--- src/design/motor_feedback_multiturn_tracker_defines.svh ---
// Assertion macros used by the tracker back end.
`ifndef MOTOR_FEEDBACK_MULTITURN_TRACKER_DEFINES_SVH
`define MOTOR_FEEDBACK_MULTITURN_TRACKER_DEFINES_SVH
`ifndef SYNTHESIS
`define MFT_ASSERT(label, clk, rst, prop) \
   label: assert property (@(posedge clk) disable iff (rst) prop) \
      else $error("assertion failed");
`define MFT_ASSERT_ALWAYS(label, clk, prop) \
   label: assert property (@(posedge clk) prop) \
      else $error("assertion failed");
`else
`define MFT_ASSERT(label, clk, rst, prop)
`define MFT_ASSERT_ALWAYS(label, clk, prop)
`endif
`endif

--- src/design/mft_pkg.sv ---
// Shared types and constants of the multi-turn feedback tracker.
package mft_pkg;
   localparam int          ANGLE_BITS = 13;
   localparam int          TURNS_OUT_BITS = 24;
   localparam int          POS_BITS = ANGLE_BITS + TURNS_OUT_BITS;
   localparam logic [10:0] BASE_ID = 11'h201;
   localparam int          HALF_TURN = 4096;

   typedef struct packed {
      logic                   valid_res;
      logic [2:0]             motor;
      logic [ANGLE_BITS-1:0]  angle;
      logic signed [15:0]     speed;
      logic signed [15:0]     current;
      logic signed [7:0]      temperature;
   } item_type;
endpackage

--- src/design/mft_front.sv ---
// Front end: decodes a feedback frame and classifies its identifier.
module mft_front
   import mft_pkg::*;
#(
   parameter int NUM_MOTORS = 8
) (
   input  logic [10:0] frame_id,
   input  logic [7:0]  angle_high,
   input  logic [7:0]  angle_low,
   input  logic [7:0]  speed_high,
   input  logic [7:0]  speed_low,
   input  logic [7:0]  current_high,
   input  logic [7:0]  current_low,
   input  logic [7:0]  temp_byte,
   output item_type    item
);
   localparam logic [11:0] LAST_ID = 12'(BASE_ID) + 12'(NUM_MOTORS);

   logic       hit;
   logic [2:0] offset;

   assign hit    = (frame_id >= BASE_ID) && ({1'b0, frame_id} < LAST_ID);
   assign offset = 3'(frame_id - BASE_ID);

   // Frames for other identifiers travel on with every field cleared.
   always_comb begin
      item = '0;
      if (hit) begin
         item.valid_res   = 1'b1;
         item.motor       = offset;
         item.angle       = {angle_high[4:0], angle_low};
         item.speed       = {speed_high, speed_low};
         item.current     = {current_high, current_low};
         item.temperature = temp_byte;
      end
   end
endmodule

--- src/design/mft_queue.sv ---
// Two-entry queue between the decode front end and the tracking back end.
module mft_queue
   import mft_pkg::*;
(
   input  logic     clock,
   input  logic     reset,
   input  logic     push_valid,
   output logic     push_ready,
   input  item_type push_item,
   output logic     pop_valid,
   input  logic     pop_ready,
   output item_type pop_item
);
   item_type   mem_ff [2];
   logic       wr_ptr_ff, wr_ptr_in;
   logic       rd_ptr_ff, rd_ptr_in;
   logic [1:0] cnt_ff, cnt_in;
   logic       push, pop;

   assign push_ready = (cnt_ff != 2'd2);
   assign pop_valid  = (cnt_ff != 2'd0);
   assign pop_item   = mem_ff[rd_ptr_ff];
   assign push       = push_valid && push_ready;
   assign pop        = pop_valid && pop_ready;

   always_comb begin
      wr_ptr_in = push ? ~wr_ptr_ff : wr_ptr_ff;
      rd_ptr_in = pop ? ~rd_ptr_ff : rd_ptr_ff;
      cnt_in    = cnt_ff + 2'(push) - 2'(pop);
   end

   always_ff @(posedge clock) begin
      if (push) begin
         mem_ff[wr_ptr_ff] <= push_item;
      end
   end

   always_ff @(posedge clock) begin
      if (reset) begin
         wr_ptr_ff <= 1'b0;
         rd_ptr_ff <= 1'b0;
         cnt_ff    <= 2'd0;
      end else begin
         wr_ptr_ff <= wr_ptr_in;
         rd_ptr_ff <= rd_ptr_in;
         cnt_ff    <= cnt_in;
      end
   end
endmodule

--- src/design/mft_back.sv ---
// Back end: per-motor turn tracking, position unwrap and output register.
`include "motor_feedback_multiturn_tracker_defines.svh"
module mft_back
   import mft_pkg::*;
#(
   parameter int NUM_MOTORS = 8,
   parameter int TURN_BITS  = 24
) (
   input  logic                       clock,
   input  logic                       reset,
   input  logic                       head_valid,
   output logic                       head_ready,
   input  item_type                   head_item,
   output logic                       rsp_valid,
   input  logic                       rsp_ready,
   output item_type                   rsp_item,
   output logic signed [TURNS_OUT_BITS-1:0] rsp_turns,
   output logic signed [POS_BITS-1:0] rsp_position
);
   localparam int IDX_BITS = (NUM_MOTORS > 1) ? $clog2(NUM_MOTORS) : 1;

   logic                        first_ff [NUM_MOTORS];
   logic [ANGLE_BITS-1:0]       start_ff [NUM_MOTORS];
   logic [ANGLE_BITS-1:0]       last_ff  [NUM_MOTORS];
   logic [TURN_BITS-1:0]        turn_ff  [NUM_MOTORS];

   logic                        out_valid_ff, out_valid_in;
   item_type                    out_item_ff;
   logic signed [TURNS_OUT_BITS-1:0] out_turns_ff, out_turns_in;
   logic signed [POS_BITS-1:0]  out_pos_ff, out_pos_in;

   logic                        take, update;
   logic [IDX_BITS-1:0]         idx;
   logic [ANGLE_BITS-1:0]       cur_start, cur_last;
   logic [TURN_BITS-1:0]        cur_turn, new_turn;
   logic signed [ANGLE_BITS:0]  diff;

   assign head_ready   = !out_valid_ff || rsp_ready;
   assign take         = head_valid && head_ready;
   assign update       = take && head_item.valid_res;
   assign idx          = head_item.motor[IDX_BITS-1:0];
   assign rsp_valid    = out_valid_ff;
   assign rsp_item     = out_item_ff;
   assign rsp_turns    = out_turns_ff;
   assign rsp_position = out_pos_ff;

   // On a motor's first frame the stored angles are replaced by the current one,
   // so the jump test sees no motion.
   always_comb begin
      cur_start = first_ff[idx] ? head_item.angle : start_ff[idx];
      cur_last  = first_ff[idx] ? head_item.angle : last_ff[idx];
      cur_turn  = first_ff[idx] ? '0 : turn_ff[idx];
      diff      = $signed({1'b0, head_item.angle}) - $signed({1'b0, cur_last});
      if (diff > (ANGLE_BITS+1)'(HALF_TURN)) begin
         new_turn = cur_turn - TURN_BITS'(1);
      end else if (diff < -(ANGLE_BITS+1)'(HALF_TURN)) begin
         new_turn = cur_turn + TURN_BITS'(1);
      end else begin
         new_turn = cur_turn;
      end
      out_turns_in = TURNS_OUT_BITS'($signed(new_turn));
      out_pos_in   = $signed({out_turns_in, {ANGLE_BITS{1'b0}}})
                     + $signed(POS_BITS'(head_item.angle))
                     - $signed(POS_BITS'(cur_start));
      if (!head_item.valid_res) begin
         out_turns_in = '0;
         out_pos_in   = '0;
      end
      out_valid_in = take ? 1'b1 : (out_valid_ff && !rsp_ready);
   end

   always_ff @(posedge clock) begin
      if (reset) begin
         for (int i = 0; i < NUM_MOTORS; i++) begin
            first_ff[i] <= 1'b1;
            start_ff[i] <= '0;
            last_ff[i]  <= '0;
            turn_ff[i]  <= '0;
         end
      end else if (update) begin
         first_ff[idx] <= 1'b0;
         start_ff[idx] <= cur_start;
         last_ff[idx]  <= head_item.angle;
         turn_ff[idx]  <= new_turn;
      end
   end

   always_ff @(posedge clock) begin
      if (reset) begin
         out_valid_ff <= 1'b0;
      end else begin
         out_valid_ff <= out_valid_in;
      end
   end

   always_ff @(posedge clock) begin
      if (take) begin
         out_item_ff  <= head_item;
         out_turns_ff <= out_turns_in;
         out_pos_ff   <= out_pos_in;
      end
   end

   `MFT_ASSERT(a_take_shows_result, clock, reset, take |=> rsp_valid)
   `MFT_ASSERT(a_first_cleared, clock, reset, update |=> !first_ff[$past(idx)])
   `MFT_ASSERT(a_miss_is_zero, clock, reset,
      (rsp_valid && !rsp_item.valid_res) |-> (rsp_position == '0 && rsp_turns == '0))
endmodule

--- src/design/motor_feedback_multiturn_tracker.sv ---
// A frame's result passes through a queue entry, then is registered in the output register.
// Throughput: one frame per cycle while the result channel is ready; the per-motor turn
// update and the position add are combinational; a two-entry queue decouples the two sides.
// A stalled result channel holds the queue; up to two more frames are taken meanwhile.
// Reset (synchronous, active high) empties the queue and output and marks every
// motor as awaiting its first frame with zero turns.
module motor_feedback_multiturn_tracker
   import mft_pkg::*;
#(
   parameter int NUM_MOTORS = 8,
   parameter int TURN_BITS  = 24
) (
   input  logic               clock,
   input  logic               reset,
   input  logic               req_valid,
   output logic               req_ready,
   input  logic [10:0]        req_frame_id,
   input  logic [7:0]         req_angle_high,
   input  logic [7:0]         req_angle_low,
   input  logic [7:0]         req_speed_high,
   input  logic [7:0]         req_speed_low,
   input  logic [7:0]         req_current_high,
   input  logic [7:0]         req_current_low,
   input  logic [7:0]         req_temp_byte,
   output logic               rsp_valid,
   input  logic               rsp_ready,
   output logic               rsp_valid_res,
   output logic [2:0]         rsp_motor,
   output logic [12:0]        rsp_angle,
   output logic signed [15:0] rsp_speed,
   output logic signed [15:0] rsp_current,
   output logic signed [7:0]  rsp_temperature,
   output logic signed [23:0] rsp_turns,
   output logic signed [36:0] rsp_position
);
   item_type dec_item, head_item, out_item;
   logic     head_valid, head_ready;

   mft_front #(.NUM_MOTORS(NUM_MOTORS)) u_front (
      .frame_id     (req_frame_id),
      .angle_high   (req_angle_high),
      .angle_low    (req_angle_low),
      .speed_high   (req_speed_high),
      .speed_low    (req_speed_low),
      .current_high (req_current_high),
      .current_low  (req_current_low),
      .temp_byte    (req_temp_byte),
      .item         (dec_item)
   );

   mft_queue u_queue (
      .clock      (clock),
      .reset      (reset),
      .push_valid (req_valid),
      .push_ready (req_ready),
      .push_item  (dec_item),
      .pop_valid  (head_valid),
      .pop_ready  (head_ready),
      .pop_item   (head_item)
   );

   mft_back #(.NUM_MOTORS(NUM_MOTORS), .TURN_BITS(TURN_BITS)) u_back (
      .clock        (clock),
      .reset        (reset),
      .head_valid   (head_valid),
      .head_ready   (head_ready),
      .head_item    (head_item),
      .rsp_valid    (rsp_valid),
      .rsp_ready    (rsp_ready),
      .rsp_item     (out_item),
      .rsp_turns    (rsp_turns),
      .rsp_position (rsp_position)
   );

   assign rsp_valid_res   = out_item.valid_res;
   assign rsp_motor       = out_item.motor;
   assign rsp_angle       = out_item.angle;
   assign rsp_speed       = out_item.speed;
   assign rsp_current     = out_item.current;
   assign rsp_temperature = out_item.temperature;
endmodule

--- config.mk ---
export PLATFORM = sky130hd
export DESIGN_NAME = motor_feedback_multiturn_tracker
export DESIGN_NICKNAME = d
export VERILOG_FILES = /design/src/design/mft_pkg.sv /design/src/design/mft_front.sv /design/src/design/mft_queue.sv /design/src/design/mft_back.sv /design/src/design/motor_feedback_multiturn_tracker.sv
export VERILOG_INCLUDE_DIRS = /design/src /design/src/design
export SDC_FILE = /design/constraint.sdc
export NUM_CORES = 1
export LEC_CHECK = 0
export BUFFER_PORTS_ARGS = -buffer_cell sky130_fd_sc_hd__buf_2
export CORE_MARGIN = 4
export CORE_UTILIZATION = 50
export CTS_CLUSTER_DIAMETER = 80
export DETAILED_ROUTE_END_ITERATION = 10
export GPL_TIMING_DRIVEN = 0
export PLACE_DENSITY = 0.68
export REMOVE_ABC_BUFFERS = 1
export SLEW_MARGIN = 20
export SYNTH_ARGS = -nofsm -noshare
export SYNTH_HDL_FRONTEND = slang
export SYNTH_SLANG_ARGS = --single-unit
--- constraint.sdc ---
create_clock -name clock -period 7.7 [get_ports clock]
set_input_delay 0.77 -clock clock [delete_from_list [all_inputs] [get_ports clock]]
set_output_delay 0.77 -clock clock [all_outputs]
set_load 0.05 [all_outputs]
-- After elaboration in Yosys (flattened, before gate mapping)
Memories as Yosys holds them, arrays and structs flattened. A register that Yosys moved wholly into a read port is not among the register bits.
Cells that the tools add are included.
- register bits: 123
- latch bits: 0
- bits in writable memories: 522
- memory bits (read-only): 0
- input port bits: 71
- output and inout port bits: 120
- word-level logic and storage cells: 73
- memories: 5
- $add $sub $neg: 8
- $mul: 0
- divide/modulo/power cells: 0
- $lt $le $gt $ge: 4
- eq/ne operators: 1
- shift-type cells: 0
- mux-type cells: 28
- bitwise operators: 2
- reductions and logical operators: 13
- memory list (memory ; depth ; width ; read ports ; clocked after Yosys merged registers in ; write ports ; RTL line ; RTL):
    u_back.turn_ff ; 8 ; 24 ; 1 ; 0 ; 8 ; mft_back.sv:25 ; logic [TURN_BITS-1:0] turn_ff [NUM_MOTORS];
    u_queue.mem_ff ; 2 ; 57 ; 1 ; 1 ; 1 ; mft_queue.sv:14 ; item_type mem_ff [2];
    u_back.last_ff ; 8 ; 13 ; 1 ; 0 ; 8 ; mft_back.sv:24 ; logic [ANGLE_BITS-1:0] last_ff [NUM_MOTORS];
    u_back.start_ff ; 8 ; 13 ; 1 ; 0 ; 8 ; mft_back.sv:23 ; logic [ANGLE_BITS-1:0] start_ff [NUM_MOTORS];
    u_back.first_ff ; 8 ; 1 ; 1 ; 0 ; 8 ; mft_back.sv:22 ; logic first_ff [NUM_MOTORS];
- operator list (kind ; count):
    $mux W24 ; 4
    $mux W57 ; 1
    $mux W13 ; 4
    $add A37 B14 Y37 ; 1
    $sub A37 B14 Y37 ; 1
    $reduce_or A13 Y1 ; 2
    $add A24 B1 Y24 const B ; 1
    $reduce_or A24 Y1 ; 1
    $sub A24 B1 Y24 const B ; 1
    $mux W1 ; 15
    $gt A14 B14 Y1 const B ; 1
    $lt A14 B13 Y1 const B ; 1
    $sub A13 B13 Y14 ; 1
    $mux W3 ; 4
    $ge A11 B10 Y1 const B ; 1
    $lt A11 B10 Y1 const B ; 1
    $logic_and A1 B1 Y1 ; 5
    $sub A3 B1 Y3 const B ; 1
    $add A2 B1 Y2 ; 1
    $logic_not A1 Y1 ; 2
    $ne A2 B2 Y1 const B ; 1
    $not A1 Y1 ; 2
    $reduce_bool A2 Y1 ; 1
    $sub A2 B1 Y2 ; 1
    2 further kinds ; 2

-- Depth between registers and ports, before layout
- depth after elaboration: 9
- depth in mapped cells: 31
- gate-level depth less buffers: 21

-- By module
From an unflattened synthesis, not the netlist that was laid out.
- cells, all modules: 2281
- area total of the unflattened synthesis: 29567.1 um^2
- by module, submodules not included (module ; instances ; cells an instance ; area an instance (um^2) ; sequential area each (um^2)):
    mft_back ; 1 ; 2000 ; 24544.8 ; 15735.1
    mft_queue ; 1 ; 201 ; 4463.0 ; 3523.4
    mft_front ; 1 ; 80 ; 559.3 ; 0.0

-- Worst setup path after synthesis
Ideal clock, no wire load.
- path kind: flip-flop to flip-flop
- start: memory u_queue.mem_ff[0][54] in the netlist's numbering
- end: register u_back.out_pos_ff[33] (netlist: u_back.rsp_position[33]), data pin
- library setup time: 0.262 ns
- arrival time: 6.361 ns
- data required time: 7.438 ns
- path slack: 1.077 ns
- stages on the path, launching flop included: 27
- buffers on the path: 8
- clock period less this slack: 6.623 ns
- cell sequence: edfxtp_1 buf_2 or3b_1 and2_1 o22ai_2 or2_4 buf_6 buf_6 buf_4 buf_2 buf_1 clkbuf_1 o21ai_0 ha_1 clkbuf_1 nand3_1 or3_1 a21oi_1 o21a_1 o211a_1 mux2_2 or4_4 nor4_4 o2111ai_1 nor3_2 nand4_1 mux2_1
- RTL lines (item ; RTL line ; RTL):
    start, declared ; mft_queue.sv:14 ;
    end signal, assigned ; mft_back.sv:100 ; out_pos_ff <= out_pos_in;
    end, declared ; mft_back.sv:30 ; logic signed [POS_BITS-1:0] out_pos_ff, out_pos_in;

==> impl_metrics.ini <==
[critical_path]
cp.depth = 24
cp_common_cell = buf_16
rrSetupSlack_ns = 0.17
slowest_delay_ns = 0.70
r2r-end = u_back.rsp_position[33]$_SDFFCE_PN0P_
cpLargestDelayFamily = simple AND/OR/NAND/NOR gates
crit_arrival_ns = 7.89
worstSetupPathType = reg2reg
crit_fanout = 69
cp_num_buf_inv = 5
cp_cell_sequence = buf_16 -> mux2i_4 -> buf_16 -> buf_16 -> inv_16 -> mux2i_1 -> o22ai_4 -> or2_4 -> nand2_1 -> o21ai_0 -> ha_1 -> nand3_1 -> or3_1 -> a21oi_1 -> nor3_1 -> nor3_1 -> o21ai_4 -> o41ai_1 -> xnor2_2 -> nand4_1 -> buf_4 -> nor3_4 -> nand4_1 -> mux2_1
rr_worst_depth = 24
slowest_stage = o41ai_1
start_kind = flip-flop
worst_ep_required_time_ns = 8.05
endpoint_kind = flip-flop
cp-endpoint = u_back.rsp_position[33]$_SDFFCE_PN0P_

[placed_design]
dpl_cell_area_um2 = 31300
portBuffers = 187
placed_cells = 3199
routabilityCongestion = 0.895
hpwl_um = 50100

[logic_synthesis]
synth_commonest_cells = edfxtp_1, nor2_1, nand2_1
ys_top_cells_by_area = edfxtp_1, nor2_1, nand2_1
yosys.area_share.simple = 0.158
yosysTopAreaCell = edfxtp_1
synth_top_family_by_area = simple AND/OR/NAND/NOR gates
synth-seq-area-share = 0.661
ys_warn_count = 0
yosysUniqueCellTypes = 92
synthXorXnorAreaFrac = 0.0129
ys_ff_latch = 646
synth_compound_area_frac = 0.0847
synthMuxAreaShare = 0.0393
synth_edf_count = 632
synthMostInstantiatedCell = edfxtp_1
syn_inst = 2361
synthAdderAreaFrac = 0.0151
async_flop_share = 0
netlist.area_leader.share = 0.652
syn_area_um2 = 29100
synth_flop_cell = edfxtp_1
syn_avg_cell_area_um2 = 12.3

[finish]
regArea_um2 = 19300
area_growth_pct = 16.2
finalNetCount = 2624
multi_input_area_um2 = 9520
drive_above_1_share = 0.182
stdcell_count = 3338
design_area_um2 = 33800
fillerInstances = 4585

[hold_path]
hold_path_class = in2reg
hold_depth = 2

[route]
viasPerCell = 6.16
wire_per_inst_um = 24.6
firstDrtPassIters = 5
route.detailed.drc = 0
vias = 20600
drtIter0Drc = 2399
drt_wl_total_um = 82000
ant_nets = 0

[clock_tree]
insertion_delay_ns = 0.62
cts.clk_slew.worst_paths_ns = 0.06
cts_buffers = 69
cts_root_buffer = clkbuf_16
cts_sinks = 646
cts_buffer_depth = 3
htreeDepth = 3
cts_tree = built

[die]
num_rows = 88
start_util = 0.505
io_pins = 191
die_w_um = 249
fp.coreArea_um2 = 57700
die_h_um = 249
die_area_um2 = 62200

[grt]
grt_max_degree = 79
grt_pass1_vias = 20500
antenna_found_initial = 1
grtUsageTotal = 0.257
gr-total-overflow = 0
grt_pass1_wl_um = 123000

[sta]
fin_crit_ns = 7.53
tightest_slew_ns = 1.22
max_freq_mhz = 133
fin_crit_sh = 0.978
slew_viol_final = 0
fin_skew_ns = 0.0256
setup_violations = 0
slew_headroom = 0.183
timing.final.hold_violations = 0

[power]
p_leak_nw = 12.5
p_per_area_nw_per_um2 = 437
ir_worst_vdd_mv = 0.257

[run_status]
status = finished clean

[run]
maxCapViolCount = 0
-- report_power, final --
group | total (mW) | switching (mW) | internal [mW] | leakage, nW
Clock | 3.17 | 1.37 | 1.80 | 1.03
Sequential | 4.67 | 0.141 | 4.53 | 6.59
Combinational | 6.96 | 4.98 | 1.98 | 4.85
Total | 14.8 | 6.49 | 8.31 | 12.5
-- registers in the layout, summed over array words and instances (netlist names), named ones only --
name,cells
u_queue.mem_ff,114
u_back.rsp_position,37
u_back.first_ff,8
u_queue.wr_ptr_ff,1
u_back.rsp_valid,1
u_back.last_ff,104
u_back.rsp_item,57
u_queue.rd_ptr_ff,1
u_back.rsp_turns,24
u_queue.cnt_ff,2
u_back.start_ff,104
u_back.turn_ff,192
-- layout by cell type (no fill, tap or decap), drive strengths merged, types with 47 or more instances in the layout --
cell type,instances
buf,232
a22oi,66
clkbuf,96
o21ai,48
mux2i,47
edfxtp,632
mux2,50
nor2,536
a21oi,58
nand2,142
and2,78
-- per-layer routing --
layer  global-route usage  wire length (µm)  vias to the layer above
li1                     -                 -                     9032
met1                0.353             32800                    10200
met2                0.418             38700                     1125
met3               0.0477              8040                      179
met4               0.0859              2510                        2
met5                    0                17                        -
-- how the worst min path moves through the flow --
stage	slack, ns	end	startpoint
after global routing	0.45	u_queue.mem_ff[1][8]$_DFFE_PP_	req_current_low[0]
after floorplan	0.44	u_back.first_ff[0]$_SDFF_PP0_	u_back.first_ff[0]$_SDFF_PP0_
after global placement	0.45	u_back.first_ff[5]$_SDFF_PP0_	u_back.first_ff[5]$_SDFF_PP0_
after CTS	0.42	u_queue.mem_ff[0][27]$_DFFE_PP_	req_speed_low[3]
after detailed placement	0.46	u_back.first_ff[0]$_SDFF_PP0_	u_back.first_ff[0]$_SDFF_PP0_
final	0.45	u_queue.mem_ff[0][4]$_DFFE_PP_	req_temp_byte[4]
-- worst reg2reg max path, cell delays in order (launching register included) --
cell and delay, ns:
dfxtp_4 0.37, buf_16 0.27, mux2i_4 0.38, buf_16 0.20, buf_16 0.20, inv_16 0.15, mux2i_1 0.40, o22ai_4 0.19
or2_4 0.47, nand2_1 0.13, o21ai_0 0.20, ha_1 0.54, nand3_1 0.16, or3_1 0.36, a21oi_1 0.27, nor3_1 0.12
nor3_1 0.52, o21ai_4 0.24, o41ai_1 0.70, xnor2_2 0.21, nand4_1 0.12, buf_4 0.20, nor3_4 0.32, nand4_1 0.19
mux2_1 0.37
-- through the flow --
stage	utilization	TNS (ns)	total power, mW	hold slack, ns	worst slack, ns
after global routing	0.586	-0.0398	15.5	0.455	-0.0398
final	0.586	0	14.8	0.453	0.167
after CTS	0.584	0	14.6	0.422	0.0608
after global placement	0.526	-4775.18	11.0	0.451	-7.43
after detailed placement	0.543	-166.59	11.2	0.463	-2.55
after floorplan	-	-94.92	9.29	0.437	-1.66
-- cell families (layout without fill, tap and decap cells) --
group,count (synthesis),after routing
and+or+nand+nor,993,995
AOI/OAI and AO/OA,352,352
muxes,101,101
buffers and inverters,192,401
xor gates and xnor gates,43,43
adders and majority gates,34,34
other,0,1
DFF,646,646
-- final cells by class --
type | instances | share of cell area
Clock inverter | 28 | 0.00795
Tap cell | 765 | 0.0283
Sequential cell | 646 | 0.569
Timing Repair Buffer | 232 | 0.0524
Clock buffer | 96 | 0.0549
Multi-Input combinational cell | 1525 | 0.281
Inverter | 45 | 0.00562
Antenna cell | 1 | 0.0000740
-- what timing repair did --
action / CTS / global route
cloned: 2 / 0
resized for setup: 20 / 21
endpoints found under the setup margin: 242 / 14
buffers inserted: 10 / 2
hold buffers: 0 / 0
pin swaps: 8 / 3
Power figures use the tool's default switching activity.
